--- src/hw/rtl/hre_pkg.sv ---
// ----------------------------------------------------------------------------
// HTTP request id extractor package
// Parser state codes, event codes, limits and the step result bundle.
// ----------------------------------------------------------------------------
package hre_pkg;

    // Longest id that is kept; later id bytes are dropped.
    localparam logic [7:0] MAX_ID_LEN = 8'd32;

    localparam logic [7:0] CHR_SLASH = 8'h2F;
    localparam logic [7:0] CHR_DOT   = 8'h2E;
    localparam logic [7:0] CHR_J     = 8'h6A;
    localparam logic [7:0] CHR_S     = 8'h73;
    localparam logic [7:0] CHR_CR    = 8'h0D;
    localparam logic [7:0] CHR_LF    = 8'h0A;

    // Event codes carried on the result channel.
    localparam logic [2:0] EV_NONE     = 3'd0;
    localparam logic [2:0] EV_ID_BYTE  = 3'd1;
    localparam logic [2:0] EV_ID_END   = 3'd2;
    localparam logic [2:0] EV_COMPLETE = 3'd3;
    localparam logic [2:0] EV_REJECT   = 3'd4;

    typedef enum logic [3:0] {
        ST_WAIT_SLASH = 4'd0,
        ST_ID         = 4'd1,
        ST_WANT_J     = 4'd2,
        ST_WANT_S     = 4'd3,
        ST_LINE       = 4'd4,
        ST_LINE_LF    = 4'd5,
        ST_HDR        = 4'd6,
        ST_HDR_LF     = 4'd7,
        ST_HDR_CR2    = 4'd8,
        ST_HDR_LF2    = 4'd9,
        ST_DONE       = 4'd10,
        ST_REJECTED   = 4'd11
    } parse_state_t;

    // Outcome of one byte: updated parser state plus the result fields.
    typedef struct packed {
        parse_state_t state;
        logic [7:0]   id_count;
        logic [2:0]   ev;
        logic [7:0]   ch;
    } step_res_t;

endpackage

--- src/hw/rtl/hre_step.sv ---
// ----------------------------------------------------------------------------
// HTTP request id extractor step logic
// Combinational transition of the parser for one request byte.
// ----------------------------------------------------------------------------
module hre_step
    import hre_pkg::*;
(
    input  parse_state_t state,
    input  logic [7:0]   id_count,
    input  logic         new_connection,
    input  logic [7:0]   data_byte,
    output step_res_t    res
);

    parse_state_t cur_state;
    logic [7:0]   cur_count;

    // A new connection clears the parser before the byte is looked at.
    assign cur_state = new_connection ? ST_WAIT_SLASH : state;
    assign cur_count = new_connection ? 8'd0 : id_count;

    always_comb
    begin
        res.state    = cur_state;
        res.id_count = cur_count;
        res.ev       = EV_NONE;
        res.ch       = 8'd0;
        case (cur_state)
            ST_WAIT_SLASH:
            begin
                if (data_byte == CHR_SLASH)
                begin
                    res.state    = ST_ID;
                    res.id_count = 8'd0;
                end
            end
            ST_ID:
            begin
                if (data_byte == CHR_DOT)
                begin
                    res.state = ST_WANT_J;
                    res.ev    = EV_ID_END;
                end
                else if (cur_count < MAX_ID_LEN)
                begin
                    res.id_count = cur_count + 8'd1;
                    res.ev       = EV_ID_BYTE;
                    res.ch       = data_byte;
                end
            end
            ST_WANT_J:
            begin
                if (data_byte == CHR_J)
                begin
                    res.state = ST_WANT_S;
                end
                else
                begin
                    res.state = ST_REJECTED;
                    res.ev    = EV_REJECT;
                end
            end
            ST_WANT_S:
            begin
                if (data_byte == CHR_S)
                begin
                    res.state = ST_LINE;
                end
                else
                begin
                    res.state = ST_REJECTED;
                    res.ev    = EV_REJECT;
                end
            end
            ST_LINE:
            begin
                if (data_byte == CHR_CR)
                begin
                    res.state = ST_LINE_LF;
                end
            end
            ST_LINE_LF:
            begin
                if (data_byte == CHR_LF)
                begin
                    res.state = ST_HDR;
                end
            end
            ST_HDR:
            begin
                if (data_byte == CHR_CR)
                begin
                    res.state = ST_HDR_LF;
                end
            end
            ST_HDR_LF:
            begin
                if (data_byte == CHR_LF)
                begin
                    res.state = ST_HDR_CR2;
                end
            end
            ST_HDR_CR2:
            begin
                res.state = (data_byte == CHR_CR) ? ST_HDR_LF2 : ST_HDR;
            end
            ST_HDR_LF2:
            begin
                if (data_byte == CHR_LF)
                begin
                    res.state = ST_DONE;
                    res.ev    = EV_COMPLETE;
                end
            end
            default:
            begin
                res.state = cur_state;
            end
        endcase
    end

endmodule

--- src/hw/rtl/http_request_id_extractor.sv ---
// ----------------------------------------------------------------------------
// HTTP request id extractor
// Byte-serial parser that pulls the client id out of an HTTP request line.
// ----------------------------------------------------------------------------
// Usage: the sender presents one request byte per item on data_byte, with
// new_connection high on the first byte of a new connection so that the
// parser starts clean. Every accepted item yields exactly one result item:
// event_res, the id byte in id_char when the event is an id byte, and the
// number of id bytes stored so far in id_length.
// Both channels use valid and stall; an item moves at a rising edge where
// valid is high and stall is low.
// An item accepted sits in the input register and moves into the result
// register when that register is free, at which point out_valid rises.
// Throughput is one item per cycle while the receiver does not stall; the
// parser state registers are updated as each item moves into the result
// register. When the receiver stalls, the result register holds its item
// and the input register can still take one more item; only when both are
// full is in_stall raised.
// Reset clears both valid flags and returns the parser to waiting for the
// slash with an id length of zero.
// ----------------------------------------------------------------------------
module http_request_id_extractor
    import hre_pkg::*;
(
    input  logic       clk,
    input  logic       rst_n,
    input  logic       in_valid,
    output logic       in_stall,
    input  logic       new_connection,
    input  logic [7:0] data_byte,
    output logic       out_valid,
    input  logic       out_stall,
    output logic [2:0] event_res,
    output logic [7:0] id_char,
    output logic [7:0] id_length
);

    // Input register.
    logic         s1_valid_reg;
    logic         s1_valid_next;
    logic         s1_nc_reg;
    logic [7:0]   s1_byte_reg;

    // Parser state, advanced once per item leaving the input register.
    parse_state_t state_reg;
    logic [7:0]   id_count_reg;

    // Result register.
    logic         out_valid_reg;
    logic         out_valid_next;
    logic [2:0]   event_res_reg;
    logic [7:0]   id_char_reg;
    logic [7:0]   id_length_reg;

    logic         out_free;
    logic         advance;
    logic         accept_in;
    step_res_t    step;

    // The result register can take a new item when it is empty or draining.
    assign out_free  = !out_valid_reg || !out_stall;
    assign advance   = s1_valid_reg && out_free;
    assign in_stall  = s1_valid_reg && !out_free;
    assign accept_in = in_valid && !in_stall;

    hre_step u_step (
        .state          (state_reg),
        .id_count       (id_count_reg),
        .new_connection (s1_nc_reg),
        .data_byte      (s1_byte_reg),
        .res            (step)
    );

    always_comb
    begin
        if (accept_in)
        begin
            s1_valid_next = 1'b1;
        end
        else if (advance)
        begin
            s1_valid_next = 1'b0;
        end
        else
        begin
            s1_valid_next = s1_valid_reg;
        end
    end

    always_comb
    begin
        if (advance)
        begin
            out_valid_next = 1'b1;
        end
        else if (out_stall)
        begin
            out_valid_next = out_valid_reg;
        end
        else
        begin
            out_valid_next = 1'b0;
        end
    end

    // Control state.
    always_ff @(posedge clk or negedge rst_n)
    begin
        if (!rst_n)
        begin
            s1_valid_reg  <= 1'b0;
            out_valid_reg <= 1'b0;
            state_reg     <= ST_WAIT_SLASH;
            id_count_reg  <= 8'd0;
        end
        else
        begin
            s1_valid_reg  <= s1_valid_next;
            out_valid_reg <= out_valid_next;
            if (advance)
            begin
                state_reg    <= step.state;
                id_count_reg <= step.id_count;
            end
        end
    end

    // Payload registers load only on a handshake, so a stalled item holds.
    always_ff @(posedge clk)
    begin
        if (accept_in)
        begin
            s1_nc_reg   <= new_connection;
            s1_byte_reg <= data_byte;
        end
        if (advance)
        begin
            event_res_reg <= step.ev;
            id_char_reg   <= step.ch;
            id_length_reg <= step.id_count;
        end
    end

    assign out_valid = out_valid_reg;
    assign event_res = event_res_reg;
    assign id_char   = id_char_reg;
    assign id_length = id_length_reg;

endmodule

--- config.mk ---
export PLATFORM = sky130hd
export DESIGN_NAME = http_request_id_extractor
export DESIGN_NICKNAME = d
export VERILOG_FILES = /design/src/hw/rtl/hre_pkg.sv /design/src/hw/rtl/hre_step.sv /design/src/hw/rtl/http_request_id_extractor.sv
export SDC_FILE = /design/constraint.sdc
export NUM_CORES = 1
export LEC_CHECK = 0
export BUFFER_PORTS_ARGS = -buffer_cell sky130_fd_sc_hd__buf_2
export CAP_MARGIN = 20
export CORE_ASPECT_RATIO = 0.6
export CORE_MARGIN = 5
export CORE_UTILIZATION = 38
export DETAILED_ROUTE_END_ITERATION = 6
export SKIP_LAST_GASP = 1
export SLEW_MARGIN = 20
export SYNTH_ARGS = -nofsm -noshare
export SYNTH_HDL_FRONTEND = slang
export SYNTH_SLANG_ARGS = --single-unit
--- constraint.sdc ---
create_clock -name clk -period 5.5 [get_ports clk]
set_input_delay 0.55 -clock clk [delete_from_list [all_inputs] [get_ports clk]]
set_output_delay 0.55 -clock clk [all_outputs]
set_load 0.005 [all_outputs]
* After elaboration in Yosys (flattened, before gate mapping)
Index checks and enable logic that the tools add are counted.
** Word-level totals
- Flip-flop bits (word level) :: 42
- Input bits :: 13
- Output and inout port bits :: 21
- Word-level logic and storage cells :: 65
** Operators by class
- Add/subtract/negate cells :: 1
- Order comparisons :: 1
- Equality and inequality tests :: 16
- Muxes and demuxes :: 25
- Bitwise logic cells :: 2
- Reductions and logical operators :: 11
** Operators with widths (number)
- $mux W4 :: 10
- $pmux W4 S10 :: 1
- $mux W19 :: 1
- $eq A4 B3 Y1 const B :: 4
- $eq A8 B4 Y1 const B :: 2
- $eq A8 B6 Y1 const B :: 2
- $eq A8 B7 Y1 const B :: 2
- $mux W8 :: 2
- $pmux W8 S2 :: 1
- $mux W12 :: 1
- $pmux W3 S4 :: 1
- $mux W3 :: 3
- $add A8 B1 Y8 const B :: 1
- $eq A4 B2 Y1 const B :: 2
- $eq A4 B4 Y1 const B :: 2
- $lt A8 B6 Y1 const B :: 1
- $eq A4 B1 Y1 const B :: 1
- $logic_not A1 Y1 :: 4
- $logic_not A4 Y1 :: 1
- $mux W1 :: 4
- $logic_and A1 B1 Y1 :: 3
- $reduce_or A3 Y1 :: 1
- $mux W2 :: 1
- $ne A2 B1 Y1 const B :: 1
- other kinds (3) :: 4

* Longest topological paths before layout
- Word-level depth :: 7
- Mapped depth :: 6
- Depth with buffers taken out :: 6

* Hierarchy
From an unflattened synthesis, not the netlist that was laid out.
** Unflattened totals
- Cell total of the unflattened synthesis :: 166
- Area total of the unflattened synthesis :: 2113.3 um2
** Modules (own cells, without submodules)
- http_request_id_extractor :: times used 1, cells an instance 61, area an instance 1428.9 um2, seq. area each 1191.1 um2
- hre_step :: times used 1, cells an instance 105, area an instance 684.4 um2, seq. area each 0.0 um2

* Worst setup path before layout
No wires, ideal clock.
- Path kind :: input port to flip-flop
- Start :: input port out_stall
- End :: register state_reg[1]
- Library setup time :: 0.133 ns
- Arrival :: 1.850 ns
- Required time :: 5.367 ns
- Setup slack :: 3.516 ns
- Stages :: 6
- Buffers on the path :: 0
- Cell sequence :: nand2_1 > nand2_1 > inv_1 > o21ai_0 > a2111oi_0 > nor2_1
** On the way
- Longest elaborated chain between the ends :: 3
** RTL lines
- start, declared :: line http_request_id_extractor.sv:32 : input logic out_stall,
- $logic_not A1 Y1 :: line http_request_id_extractor.sv:61 : assign out_free = !out_valid_reg || !out_stall;
- $logic_or A1 B1 Y1 :: line http_request_id_extractor.sv:61
- $logic_and A1 B1 Y1 :: line http_request_id_extractor.sv:62 : assign advance = s1_valid_reg && out_free;
- via advance :: line http_request_id_extractor.sv:56 : logic advance;
- end signal, assigned :: line http_request_id_extractor.sv:122 : state_reg <= step.state;
- end, declared :: line http_request_id_extractor.sv:45 : parse_state_t state_reg;
The timed path passes the listed nets, and every way through them passes these cells.
A chain may end at the register's enable or synchronous reset.

* Final worst setup path
- Start :: register out_valid_reg (netlist: out_valid)
- End :: register state_reg[1]
** On the way
- Longest elaborated chain between the ends :: 3
** RTL lines
- start, declared :: line http_request_id_extractor.sv:49 : logic out_valid_reg;
- start signal, assigned :: line http_request_id_extractor.sv:119 : out_valid_reg <= out_valid_next;
- $logic_not A1 Y1 :: line http_request_id_extractor.sv:61
- $logic_or A1 B1 Y1 :: line http_request_id_extractor.sv:61
- $logic_and A1 B1 Y1 :: line http_request_id_extractor.sv:62
- via advance :: line http_request_id_extractor.sv:56
The timed path passes the listed nets, and every way through them passes these cells.

==> impl_metrics.json <==
{
  "n_antenna_cell": 0,
  "syn-instance-count": 195,
  "ir_worst_vdd_uv": 117,
  "synth_edf_count": 28,
  "placed_cells": 301,
  "yosysUniqueCellTypes": 55,
  "ys_warn_count": 0,
  "cts_sinks": 42,
  "status": "completed",
  "seqCellArea_um2": 1190,
  "layout.nets": 242,
  "fin_skew_ns": 0.00494,
  "avgViaCountPerCell": 5.37,
  "cap_violations": 0,
  "grt_pass1_wl_mm": 7.76,
  "drt_iter0_drc": 113,
  "cts_tree": "yes",
  "layout-drive-gt1-share": 0.249,
  "critical_path.max_fanout": 23,
  "required_ns": 5.67,
  "clk_latency_ns": 0.29,
  "postCtsHoldBufs": 0,
  "yosysTopAreaCellShare": 0.389,
  "core_um2": 5540,
  "period_share": 0.446,
  "r2r_start": "out_valid",
  "worstRegToRegCells": 6,
  "die_h_um": 68.4,
  "io_pins": 34,
  "syn_avg_cell_area_um2": 11.1,
  "gp_congestion": 0.942,
  "ys_seq_area_frac": 0.551,
  "slew_violations": 0,
  "hp-class": "input pin to asynchronous set/reset pin",
  "p_leak_nw": 1.01,
  "htree_levels": 2,
  "antenna_found_initial": 0,
  "io_buffers": 33,
  "synth_most_common_cell": "edfxtp_1",
  "synth_common_cells": "28 x edfxtp_1, 22 x nand2_1, 14 x dfrtp_1, 13 x nor2_1",
  "vias": 1660,
  "fillers": 552,
  "netlist_top_cells_area": "edfxtp_1 39%, dfrtp_1 16%, nand2_1 3.8%, and3_1 2.6%, nor2b_1 2.3%",
  "grt_overflow": 0,
  "die_w_um": 107,
  "powerDensity_nw_per_um2": 299,
  "hold_ws_ns": 0.149,
  "setup_viol": 0,
  "crit_type": "flop to flop",
  "grt_pass1_vias": 1522,
  "fin_setup_tns_ns": 0,
  "syn_area_um2": 2160,
  "endpoint_kind": "flop",
  "grt_use_total": 0.138,
  "dr.pass1.iters": 4,
  "cp.arrival_ns": 2.62,
  "instances_no_fill": 309,
  "drc": 0,
  "start_util": 0.390,
  "relSlewSlack": 0.447,
  "cts_buffers": 5,
  "async_flop_share": 0.333,
  "synth_seq_cells": 42,
  "multi_input_area_um2": 912,
  "post-cts-setup-buffers": 0,
  "yosys.area.top_type": "edfxtp_1",
  "grt_max_degree": 24,
  "cts_resized": 0,
  "startpoint": "out_valid",
  "syn_nets": 209,
  "worstSetupStartpointType": "flop",
  "wl_per_cell_um": 15.4,
  "worst_slew_pin_slew_ns": 0.828,
  "syn2layout_area_growth_pct": 14.4,
  "layout_min_cycle_time_ns": 2.45,
  "max_clock_freq_mhz": 408,
  "ant_nets": 0,
  "path_clk_slew_ns": 0.08,
  "rows": 21,
  "synth_ff_type": "edfxtp_1",
  "hold_viol": 0,
  "dieArea_um2": 7340,
  "clockBufferDepth": 2,
  "drt-total-wl_mm": 4.76,
  "rsz0062_at_grt": "no",
  "cts_root_buffer": "clkbuf_8",
  "dpl.hpwl_mm": 3.53
}
cells by family (layout without fill, tap and decap cells):
group / after synthesis / count (layout) / synth area share
AND/OR/NAND/NOR: 96 / 96 / 0.270
AO/OA/AOI/OAI: 40 / 40 / 0.133
flip-flops: 42 / 42 / 0.551
multiplexers: 2 / 2 / 0.00926
XOR/XNOR: 1 / 1 / 0.00405
buffers and inverters: 13 / 47 / 0.0266
adder cells (fa/ha/maj): 1 / 1 / 0.00579
worst max-delay path: stages (launching register included):
cell,delay [ns]
dfrtp_1,0.39
nand2_1,0.08
nand2_1,0.32
inv_1,0.75
o21ai_0,0.21
a2111oi_0,0.48
nor2_1,0.09
final timing paths:
path	endpoint	slack, ns
min in group clk	s1_byte_reg[1]	0.43
setup / recovery	state_reg[1]	3.05
hold reg to reg	out_valid	0.51
setup reg to reg	state_reg[1]	3.05
max in group asynchronous	out_valid	5.09
hold / removal	id_count_reg[2]	0.15
through the flow:
| step | total power [mW] | worst slack (ns) | util | area (µm²) |
|---|---|---|---|---|
| finish | 0.738 | 3.05 | 0.446 | 2470 |
| global route | 0.782 | 2.76 | 0.446 | 2470 |
| CTS | 0.745 | 3.01 | 0.446 | 2470 |
| detailed placement | 0.554 | 2.74 | 0.431 | 2390 |
| global placement | 0.553 | 2.86 | 0.431 | 2390 |
| floorplan | 0.505 | 3.52 | - | 2160 |
report_power, final:
group          switching (mW)  internal (mW)  total (mW)  leakage [nW]
combinational          0.0760         0.0569       0.133         0.508
sequential             0.0312          0.384       0.415         0.458
clock                   0.101         0.0902       0.191        0.0395
total                   0.208          0.531       0.738          1.01
per-layer routing:
layer  part of all wire  track usage
met5                  0            0
met4             0.0084       0.0378
met3              0.098       0.0500
met2               0.38        0.186
met1               0.52        0.205
cells in the final DEF, fill, tap and decap left out, drive strengths merged, types with 4 or more instances in the layout:
master / n
and2: 6
nor3: 5
a31oi: 4
edfxtp: 28
a21oi: 10
nor2b: 8
clkbuf: 8
dfrtp: 14
nand3: 4
nand2b: 7
nand2: 22
buf: 33
o21ai: 11
inv: 6
nor2: 13
and3: 10
cell type report:
type / instances / share of cell area
Sequential cell: 42 / 0.482
Multi-Input combinational cell: 140 / 0.369
Timing Repair Buffer: 33 / 0.0668
Tap cell: 80 / 0.0405
Clock buffer: 8 / 0.0324
Inverter: 6 / 0.00911
No activity file was read; power rests on OpenSTA's default activity.
